<file path="config.mk">
export PLATFORM = sky130hd
export DESIGN_NAME = shu_queue
export DESIGN_NICKNAME = d
export VERILOG_FILES = /design/src/rtl/shu_pkg.sv /design/src/rtl/shu_queue.sv
export SDC_FILE = /design/constraint.sdc
export NUM_CORES = 1
export LEC_CHECK = 0
export BUFFER_PORTS_ARGS = -buffer_cell sky130_fd_sc_hd__buf_2
export CAP_MARGIN = 20
export CORE_AREA = 10 10 589 591
export DETAILED_ROUTE_END_ITERATION = 12
export DIE_AREA = 0 0 599 601
export SLEW_MARGIN = 20
export SYNTH_ARGS = -nofsm -noshare
export SYNTH_HDL_FRONTEND = slang
export SYNTH_SLANG_ARGS = --single-unit
</file>
<file path="constraint.sdc">
create_clock -name clk -period 51.2 [get_ports clk]
set_input_delay 2.56 -clock clk [delete_from_list [all_inputs] [get_ports clk]]
set_output_delay 2.56 -clock clk [all_outputs]
set_load 0.03 [all_outputs]
</file>
<file path="src/rtl/shu_pkg.sv">
// Shared types and constants of the 128-bit hash unit.
`timescale 1ns / 1ps
package shu_pkg;
	localparam int NUM_LANES = 12;
	localparam int QDEPTH = 2;
	localparam int SHORT_LIMIT = 192;
	localparam logic [63:0] SPK_CONST = 64'hdeadbeefdeadbeef;

	typedef logic [63:0] word_t;
	typedef logic [NUM_LANES-1:0][63:0] lanes_t;

	// Configuration register indexes.
	typedef enum logic [0:0] {
		REG_SEED_LOW  = 1'b0,
		REG_SEED_HIGH = 1'b1
	} cfg_reg_t;

	// One work item handed from the front part to the back part.
	typedef struct packed {
		logic   is_short;
		logic   first;
		logic   do_mix;
		logic   do_fin;
		lanes_t words;
	} op_t;
endpackage

</file>
<file path="src/rtl/shu_queue.sv">
// Short queue of work items between the front and back parts.
`timescale 1ns / 1ps
module shu_queue (
	input  logic         clk,
	input  logic         arst_n,
	input  logic         push,
	input  shu_pkg::op_t push_op,
	input  logic         pop,
	output logic         full,
	output logic         head_valid,
	output shu_pkg::op_t head
);
	import shu_pkg::*;

	localparam int AW = $clog2(QDEPTH);

	op_t           mem_q [QDEPTH];
	logic [AW-1:0] wr_q;
	logic [AW-1:0] rd_q;
	logic [AW:0]   cnt_q;

	assign full = (cnt_q == (AW+1)'(QDEPTH));
	assign head_valid = (cnt_q != '0);
	assign head = mem_q[rd_q];

	// Pointers and fill count.
	always_ff @(posedge clk or negedge arst_n) begin
		if (!arst_n) begin
			wr_q <= '0;
			rd_q <= '0;
			cnt_q <= '0;
		end else begin
			if (push) wr_q <= wr_q + 1'b1;
			if (pop) rd_q <= rd_q + 1'b1;
			cnt_q <= cnt_q + (AW+1)'(push) - (AW+1)'(pop);
		end
	end

	// Item storage.
	always_ff @(posedge clk) begin
		if (push) begin
			mem_q[wr_q] <= push_op;
		end
	end
endmodule

</file>
==> reports/qor.csv <==
stage,metric,value,unit
setup_path,critical_path.endpoint_type,output port,
setup_path,worst-path-max-fanout,68,
placement,gp_congestion,0.895,
timing,fin_setup_tns,0,ps
clock_network,cts.repair.resized,0,
setup_path,startpoint_type,flop,
clock_network,clkTransAtPathRegs,50,ps
synth,async_reset_ff_share,0.258,%
synth,mappedNetlistNets,3195,
global_route,busiest_layer,met2,
clock_network,clk_latency,840,ps
timing,rsz0062_at_grt,no,
timing,drv_slew,0,
placement,place_ws,43840,ps
synth,yosys.area.top_type,edfxtp_1,
final_layout,drive_gt1_share,61.6,%
global_route,track_usage,14.8,%
timing,slew-limit-headroom,22.7,%
floorplan,start_util,16.8,%
synth,synth_edf_count,1544,
routing,first_pass_iters,5,
setup_path,critPathKind,reg2out,
clock_network,holdBufCountCts,0,
synth,syn_area,0.0564,mm^2
floorplan,core-area,0.335,mm^2
global_route,grt_max_degree,156,
setup_path,critPathRequiredTime,48640,ps
routing,postRouteAntennaNets,0,
final_layout,final.fill_count,35000,
setup_path,cpPeakStageDelay,880,ps
clock_network,cts_buffers,180,
synth,synthFlopType,edfxtp_1,
final_layout,utilization,22.4,%
final_layout,final_nets,4873,
synth,synth-seq-cells,1548,
power,power_density,63.1,mW/mm^2
floorplan,num_io_pins,1550,
clock_network,cts.path.max_buffers,4,
placement,placed_cell_area,0.0688,mm^2
synth,synth-warning-count,0,
power,peakVddDrop,0.0000511,V
setup_path,crit_top_cell,buf_4,
timing,period_share,13.5,%
setup_path,worstPathArrival,4360,ps
global_route,grt_pass1_wl,351000,um
timing,finClkSkew,37.2,ps
run,cap_violations,0,
routing,wire_per_inst,32.2,um
synth,yosysUniqueCellTypes,12,
timing,max_freq,144,MHz
hold_path,hold_class,reg2reg,
final_layout,final_area,0.0750,mm^2
global_route,gr-total-overflow,0,
clock_network,numClockSinks,1548,
power,p_leak,26.8,nW
synth,ys_top_cells_by_area,"edfxtp_1 (82%), mux2_2 (15%), clkbuf_8 (1.7%)",
floorplan,placementRows,213,
global_route,use_met3,7.44,%
timing,setup_violations,0,
routing,drtIter0Drc,3027,
clock_network,htreeDepth,4,
outcome,status,"complete, no violations",
timing,setup_ws,44280,ps
timing,fin_crit,6920,ps
routing,wl,282000,um
setup_path,crit_chain,buf_4 > buf_16 > buf_4 > mux2_2 > buf_2,
clock_network,cts_tree,built,
global_route,grtUsageMet2,25.7,%
floorplan,dieArea,0.360,mm^2
placement,place_hpwl,235000,um
clock_network,cts-root-buf,clkbuf_16,
timing,worst_slew_pin_slew,1160,ps
floorplan,die_h,601,um
global_route,antenna_found_initial,344,
synth,yosysTopAreaCellShare,82.2,%
routing,drc_errors,0,
floorplan,die_w,599,um
global_route,grtUsageMet1,15.8,%
routing,viasPerCell,3.72,
synth,synth.most_common_cell,edfxtp_1,
synth,synth_seq_area_share,82.4,%
final_layout,syn_to_final_growth,33.0,%
routing,route.vias.total,32500,
synth,synth_cells,2417,
placement,io_buffers,1549,
setup_path,critPathSlowestCell,dfrtp_4,
timing,hold_viol,0,
global_route,grt_pass1_vias,32300,
synth,synth_area_per_cell,23.3,um^2
clock_network,cts_setup_buffers,0,
synth,synth_commonest_cells,"edfxtp_1 (1544), mux2_2 (772), clkbuf_8 (68)",
==> where the power goes <==
part / switching, mW / internal (mW) / leakage [nW] / total, mW
Clock: 0.530 / 0.757 / 2.84 / 1.29
Combinational: 1.22 / 0.489 / 9.38 / 1.71
Sequential: 0.0545 / 1.68 / 14.5 / 1.74
Total: 1.80 / 2.93 / 26.8 / 4.73
==> cell type report <==
cell class                      instances  area, um^2  share of cell area (%)
Clock buffer                          216        4680                    6.24
Clock inverter                        107        1190                    1.59
Antenna cell                          102         255                   0.340
Timing Repair Buffer                 1582        8070                    10.8
Multi-Input combinational cell        781        8790                    11.7
Tap cell                             4407        5510                    7.35
Inverter                                2        7.51                  0.0100
Sequential cell                      1548       46500                    62.0
==> kinds of logic (layout without fill, tap and decap cells) <==
logic type	after synthesis	in the layout	share of synthesized area [%]
adders and majority gates	2	2	0.0444
muxes	772	772	15.4
other	0	102	0
buffers and inverters	88	1907	2.03
DFF	1548	1548	82.4
xor gates and xnor gates	3	3	0.0732
and+or+nand+nor	4	4	0.0444
==> metrics by stage <==
stage / std cells / total power, mW / hold slack (ps)
2_1_floorplan: 2417 / 3.19 / 455
3_3_place_gp: 8319 / 3.49 / 535
3_5_place_dp: 8319 / 3.51 / 542
4_1_cts: 8642 / 4.82 / 548
5_1_grt: 8684 / 4.91 / 558
6_report: 8745 / 4.73 / 549
==> flip-flops by register name, indices dropped and copies added, names as in the netlist <==
signal  flops
mem_q    1544
cnt_q       2
rd_q        1
wr_q        1
==> worst max-delay path: cells and delay by family, from the launching register on <==
family	cells	cell delay [ps]
buf+inv	4	1950
flops	1	880
mux	1	300
==> path summary, 6_finish.rpt <==
path	startpoint	endpoint	cells after the start	slack [ps]
hold reg to reg	wr_q$_DFFE_PN0P_	wr_q$_DFFE_PN0P_	1	550
min in group asynchronous	arst_n	cnt_q[0]$_DFF_PN0_	1	1550
max in group asynchronous	arst_n	rd_q$_DFFE_PN0P_	1	49470
setup / recovery	rd_q$_DFFE_PN0P_	head[413]	5	44280
hold / removal	wr_q$_DFFE_PN0P_	wr_q$_DFFE_PN0P_	1	550
setup reg to reg	wr_q$_DFFE_PN0P_	mem_q[1][691]$_DFFE_PP_	6	46220
==> metal layers <==
| metal | part of all wire [%] | up-vias |
|---|---|---|
| met2 | 49 | 1938 |
| met5 | 0.36 | - |
| li1 | - | 13200 |
| met1 | 34 | 16400 |
| met3 | 12 | 837 |
| met4 | 3.9 | 146 |
==> cells in the final DEF (no fill, tap or decap), types with 3 or more instances in the layout <==
cell type / synthesis / final
bufinv_16: 0 / 20
clkinvlp_4: 0 / 7
buf_4: 0 / 27
dfrtp_1: 4 / 3
inv_6: 0 / 6
diode_2: 0 / 102
clkinv_8: 0 / 3
clkinv_16: 0 / 3
clkbuf_1: 0 / 34
buf_12: 0 / 4
buf_2: 0 / 1549
clkbuf_16: 0 / 182
edfxtp_1: 1544 / 1544
clkinv_1: 0 / 39
mux2_2: 772 / 772
clkinv_2: 0 / 21
clkinv_4: 0 / 4
Power figures use the tool's default switching activity.
