## config.mk

```make
export PLATFORM = sky130hd
export DESIGN_NAME = shu_front
export DESIGN_NICKNAME = d
export VERILOG_FILES = /design/src/rtl/shu_pkg.sv /design/src/rtl/shu_front.sv
export SDC_FILE = /design/constraint.sdc
export NUM_CORES = 2
export LEC_CHECK = 0
export BUFFER_PORTS_ARGS = -buffer_cell sky130_fd_sc_hd__buf_2
export CAP_MARGIN = 20
export CORE_AREA = 2 2 349 351
export CTS_CLUSTER_SIZE = 30
export DETAILED_ROUTE_END_ITERATION = 10
export DIE_AREA = 0 0 351 353
export GPL_ROUTABILITY_DRIVEN = 0
export HOLD_SLACK_MARGIN = 0.02
export PLACE_DENSITY = 0.53
export SETUP_SLACK_MARGIN = 0.02
export SLEW_MARGIN = 10
export SYNTH_ARGS = -nofsm -noshare
export SYNTH_HDL_FRONTEND = slang
export SYNTH_SLANG_ARGS = --single-unit
export TNS_END_PERCENT = 20
```

## constraint.sdc

```tcl
create_clock -name clk -period 6.4 [get_ports clk]
set_input_delay 0.96 -clock clk [delete_from_list [all_inputs] [get_ports clk]]
set_output_delay 0.96 -clock clk [all_outputs]
set_load 0.01 [all_outputs]
```

## src/rtl/shu_pkg.sv

```systemverilog
// Shared types and constants of the 128-bit hash unit.
`timescale 1ns / 1ps
package shu_pkg;
	localparam int NUM_LANES = 12;
	localparam int QDEPTH = 2;
	localparam int SHORT_LIMIT = 192;
	localparam logic [63:0] SPK_CONST = 64'hdeadbeefdeadbeef;

	typedef logic [63:0] word_t;
	typedef logic [NUM_LANES-1:0][63:0] lanes_t;

	// Configuration register indexes.
	typedef enum logic [0:0] {
		REG_SEED_LOW  = 1'b0,
		REG_SEED_HIGH = 1'b1
	} cfg_reg_t;

	// One work item handed from the front part to the back part.
	typedef struct packed {
		logic   is_short;
		logic   first;
		logic   do_mix;
		logic   do_fin;
		lanes_t words;
	} op_t;
endpackage

```

## src/rtl/shu_front.sv

```systemverilog
// Front part: takes message words, builds blocks and issues mix and finish items.
`timescale 1ns / 1ps
module shu_front #(
	parameter int LENGTH_BITS = 48
) (
	input  logic                   clk,
	input  logic                   arst_n,
	input  logic                   in_valid,
	output logic                   in_ready,
	input  logic [63:0]            data_word,
	input  logic [3:0]             valid_bytes,
	input  logic                   last_word,
	input  logic [LENGTH_BITS-1:0] message_length,
	input  logic                   q_full,
	output logic                   push,
	output shu_pkg::op_t           push_op
);
	import shu_pkg::*;

	word_t                  buf_q [NUM_LANES];
	logic [3:0]             slot_q;
	logic [LENGTH_BITS-1:0] bytes_q;
	logic                   short_q;
	logic                   inmsg_q;
	logic                   first_q;

	logic                   acc;
	logic [3:0]             vb;
	word_t                  wm;
	logic                   start;
	logic                   sp;
	logic [3:0]             slot0;
	logic [3:0]             slot1;
	logic [3:0]             full;
	logic                   store;
	logic                   complete;
	logic [3:0]             addb;
	logic [6:0]             rem;
	logic [6:0]             rres;
	logic [LENGTH_BITS-1:0] bytes_new;
	word_t                  bw [NUM_LANES];
	word_t                  lenhi;
	word_t                  w0f;
	word_t                  w1f;
	logic                   first_flag;

	assign in_ready = !q_full;
	assign acc = in_valid && in_ready;

	// Classify the word and work out slot, remainder and length.
	always_comb begin
		vb = (valid_bytes > 4'd8) ? 4'd8 : valid_bytes;
		for (int b = 0; b < 8; b++) begin
			wm[8*b +: 8] = (4'(b) < vb) ? data_word[8*b +: 8] : 8'h00;
		end
		start = !inmsg_q;
		sp = start ? (message_length < LENGTH_BITS'(SHORT_LIMIT)) : short_q;
		slot0 = start ? 4'd0 : slot_q;
		full = sp ? 4'd4 : 4'd12;
		store = !last_word || (vb != 4'd0);
		slot1 = slot0 + {3'b000, store};
		complete = store && (slot1 == full);
		addb = last_word ? vb : 4'd8;
		if (!store) begin
			rem = {slot0, 3'b000};
		end else if (complete) begin
			rem = 7'd0;
		end else begin
			rem = {slot0, 3'b000} + {3'b000, addb};
		end
		bytes_new = (start ? '0 : bytes_q) + LENGTH_BITS'(addb);
		lenhi = {bytes_new[7:0], 56'h0};
		first_flag = start || first_q;
		for (int i = 0; i < NUM_LANES; i++) begin
			bw[i] = (store && slot0 == 4'(i)) ? wm : buf_q[i];
		end
	end

	// Build the item for the back part.
	always_comb begin
		push_op = '0;
		push_op.is_short = sp;
		push_op.first = first_flag;
		push_op.do_fin = last_word;
		push_op.do_mix = complete;
		rres = rem;
		w0f = '0;
		w1f = '0;
		if (!sp) begin
			if (complete) begin
				for (int i = 0; i < NUM_LANES; i++) push_op.words[i] = bw[i];
			end else begin
				for (int i = 0; i < NUM_LANES - 1; i++) begin
					push_op.words[i] = (4'(i) < slot1) ? bw[i] : '0;
				end
				push_op.words[NUM_LANES-1] = {1'b0, rem, 56'h0};
			end
		end else if (complete) begin
			for (int i = 0; i < 4; i++) push_op.words[i] = bw[i];
			push_op.words[4] = SPK_CONST;
			push_op.words[5] = SPK_CONST + lenhi;
		end else begin
			if (rem >= 7'd16) begin
				push_op.do_mix = 1'b1;
				push_op.words[0] = bw[0];
				push_op.words[1] = bw[1];
				rres = rem - 7'd16;
				w0f = (slot1 > 4'd2) ? bw[2] : '0;
				w1f = (slot1 > 4'd3) ? bw[3] : '0;
			end else begin
				w0f = (slot1 > 4'd0) ? bw[0] : '0;
				w1f = (slot1 > 4'd1) ? bw[1] : '0;
			end
			push_op.words[4] = (rres == 7'd0) ? SPK_CONST : w0f;
			push_op.words[5] = ((rres == 7'd0) ? SPK_CONST : w1f) + lenhi;
		end
	end

	assign push = acc && (complete || last_word);

	// Message tracking state.
	always_ff @(posedge clk or negedge arst_n) begin
		if (!arst_n) begin
			slot_q <= '0;
			bytes_q <= '0;
			short_q <= 1'b0;
			inmsg_q <= 1'b0;
			first_q <= 1'b0;
		end else if (acc) begin
			inmsg_q <= !last_word;
			short_q <= sp;
			slot_q <= (complete || last_word) ? 4'd0 : slot1;
			bytes_q <= bytes_new;
			first_q <= first_flag && !push;
		end
	end

	// Block word buffer.
	always_ff @(posedge clk) begin
		if (acc && store) begin
			buf_q[slot0] <= wm;
		end
	end
endmodule

```

==> flow_summary.toml <==
[run_status]
outcome = "completed"

[timing]
fin_ws_ps = 233
fin_crit_sh_pct = 96.4
clock_skew_ps = 24.1
worst_pin_slew_ps = 1130
final-setup-viol-count = 0
slew_violations = 0
fin_tns_setup_ps = 0
slew_headroom_pct = 24.6
rsz0062_at_grt = "false"
post-route-min-period_ps = 6170
max_freq_ghz = 0.162
finalHoldViolCount = 0

[grt]
track_usage_pct = 29.5
grt_pass1_wl_um = 258000
grt_overflow = 0
grt_max_degree = 75
antenna_found_initial = 16
grt_pass1_vias = 33500

[logic_synthesis]
syn-num-nets = 4188
synth-edff-count = 768
avgSynthCellArea_sq_um = 9.53
synth_warnings = 0
async_reset_ff_share_pct = 1.92
synth_area_sq_um = 38600
ys_ff_latch = 783
ys.flop_type = "edfxtp_1"
yosysSeqAreaShare_pct = 60.7
yosysUniqueCellTypes = 64
synthCells = 4049

[critical_path]
cp-start-kind = "input port"
worstPathMaxFanout = 4
critPathCaptureType = "primary output"
slowest_stage = "or4b_4"
cpMostUsedCell = "ha_1"
required_ps = 5440
crit_type = "input port to primary output"
cpPeakStageDelay_ps = 600
worstRegToRegCells = 7
cp.arrival_ps = 5210

[route]
first_pass_iters = 5
ant_nets = 0
drt_iter0_drc = 4565
vias_per_cell = 5.53
wl_per_cell_um = 29.3
drc = 0
dr_total_vias = 36000
wl_um = 190000

[flow_run]
maxCapViolations = 0

[floorplanning]
die-width_um = 351
io_pins = 895
die_h_um = 353
die_area_sq_um = 124000
core_sq_um = 121000
rows = 128
initial_core_util_pct = 32.0

[pwr]
p_sw_uw = 3270
peakVddDrop_v = 0.000201
seq_power_share_pct = 46.9
power.internal_uw = 8930
sw_frac_of_total_pct = 26.8
cellPowerDensity_nw_per_um2 = 253
pwr-share-clk_pct = 41.6
p_comb_share_pct = 11.5
power_leakage_uw = 0.0199
p_total_uw = 12200

[cells_and_area]
final_cell_mix = "nor2_1, buf_2, edfxtp_1"
nets = 4938
drive_gt1_share_pct = 26.3
final_common_cell = "nor2_1"
fill_cells = 12100
finalNonFillerCells = 6502
syn2layout_area_growth_pct = 24.9

[cts]
cts.sinks = 783
cts_tree = "yes"
cts-buffers-inserted = 90
worstSkewPairLatency_ps = 680
cts-root-buf = "clkbuf_16"
h-tree-depth = 3
clk_path_buf_depth = 3
clk_pin_slew_ps = 60

[placement]
dp_hpwl_um = 126000
port_buffers = 888
dp_cells = 6328
dp_worst_setup_slack_ps = 173

[min_path]
hold_class = "input port to async pin"
[synthesized netlist by cell type, types with 3 or more instances]
| library cell | n | area share, % |
|---|---|---|
| nor2_1 | 1275 | 12 |
| edfxtp_1 | 768 | 60 |
| a21oi_1 | 693 | 9.0 |
| clkbuf_1 | 326 | 3.2 |
| nand2_1 | 305 | 3.0 |
| o21ai_0 | 144 | 1.9 |
| inv_1 | 74 | 0.72 |
| o221ai_1 | 74 | 1.7 |
| o22ai_1 | 49 | 0.79 |
| nor2b_1 | 46 | 0.75 |
| o221a_2 | 42 | 1.2 |
| buf_1 | 30 | 0.29 |
| ha_1 | 16 | 0.52 |
| dfrtp_1 | 15 | 0.97 |
| buf_2 | 12 | 0.16 |
| nand2b_1 | 12 | 0.19 |
| xnor2_1 | 12 | 0.27 |
| a22oi_1 | 11 | 0.21 |
| nor3_1 | 11 | 0.14 |
| o221ai_2 | 10 | 0.39 |
| a211oi_1 | 9 | 0.18 |
| and2_1 | 9 | 0.15 |
| nand3_1 | 9 | 0.12 |
| nor4_1 | 9 | 0.15 |
| or3_1 | 8 | 0.13 |
| xor2_1 | 8 | 0.18 |
| a21o_1 | 5 | 0.097 |
| o21ai_1 | 5 | 0.065 |
| buf_4 | 4 | 0.078 |
| o21a_1 | 4 | 0.078 |
| a31oi_1 | 3 | 0.049 |
| and3_1 | 3 | 0.049 |
| mux2_2 | 3 | 0.088 |
| mux2i_1 | 3 | 0.078 |
| nand3b_1 | 3 | 0.058 |
| o211ai_1 | 3 | 0.058 |
[final timing paths]
kind | from | end | slack, ps
min in group clk | bytes_q[1]$_DFFE_PN0P_ | bytes_q[1]$_DFFE_PN0P_ | 490
min | arst_n | bytes_q[2]$_DFFE_PN0P_ | 210
max | valid_bytes[1] | push_op[382] | 230
max reg2reg | inmsg_q$_DFFE_PN0P_ | buf_q[1][8]$_DFFE_PP_ | 2510
min reg2reg | bytes_q[1]$_DFFE_PN0P_ | bytes_q[1]$_DFFE_PN0P_ | 490
max in group asynchronous | arst_n | inmsg_q$_DFFE_PN0P_ | 5880
[critical path: cells and delay by family]
| kind | cells | cell delay [ps] |
|---|---|---|
| compound gates | 6 | 900 |
| xor+xnor | 2 | 400 |
| fa+ha+maj | 4 | 1090 |
| buf+inv | 5 | 540 |
| mux | 1 | 120 |
| simple gates | 7 | 1180 |
[through the flow]
step           instance area (sq um)  hold WS, ps  util, %
6_report                       48200          208     40.0
5_1_grt                        48200          194     40.0
4_1_cts                        48100          157     39.9
3_5_place_dp                   45300          481     37.5
3_3_place_gp                   45300          464     37.5
2_1_floorplan                  38600          442        -
[cell families after synthesis]
kind of cell	after synthesis	synth area share [%]
compound gates	1069	16.1
simple gates	1704	17.4
fa+ha+maj	18	0.623
mux	7	0.201
xor+xnor	20	0.454
buf+inv	448	4.46
flops	783	60.7
[state kept, by name (all words and copies together) (netlist names)]
signal,count
buf_q,768
bytes_q,8
slot_q,4
first_q,1
inmsg_q,1
short_q,1
[final cells by class]
type,instances,area [sq um],area share (%)
repair buffers,1031,5790,12.0
flip-flops and latches,783,23400,48.6
clock inverters,52,398,0.825
multi-input cells,2818,13800,28.7
diodes,5,12.5,0.0260
inverters,75,282,0.584
well taps,1625,2030,4.22
clock buffers,113,2420,5.02
[per-layer routing]
| layer | part of all wire (%) | GRT usage (%) | vias up |
|---|---|---|---|
| li1 | - | - | 15600 |
| met1 | 40 | 39.8 | 17600 |
| met2 | 45 | 45.6 | 2300 |
| met3 | 10 | 5.80 | 389 |
| met4 | 4.8 | 13.8 | 8 |
| met5 | 0.029 | 0 | - |
[power groups by stage]
| stage | combinational [uW] | sequential [uW] | clock (uW) |
|---|---|---|---|
| after CTS | 1380 | 5720 | 5110 |
| after floorplan | 715 | 5820 | 0 |
| after global routing | 1480 | 5720 | 5310 |
| final | 1400 | 5720 | 5070 |
| after detailed placement | 1380 | 5830 | 0 |
| after global placement | 1370 | 5830 | 0 |
[what timing repair did]
action | in CTS | in global routing
hold buffers | 0 | 0
gates resized for setup | 0 | 12
hold endpoints to repair | 0 | 0
setup endpoints to repair | 0 | 3
setup buffers | 0 | 3
No activity file was read; power rests on OpenSTA's default activity.
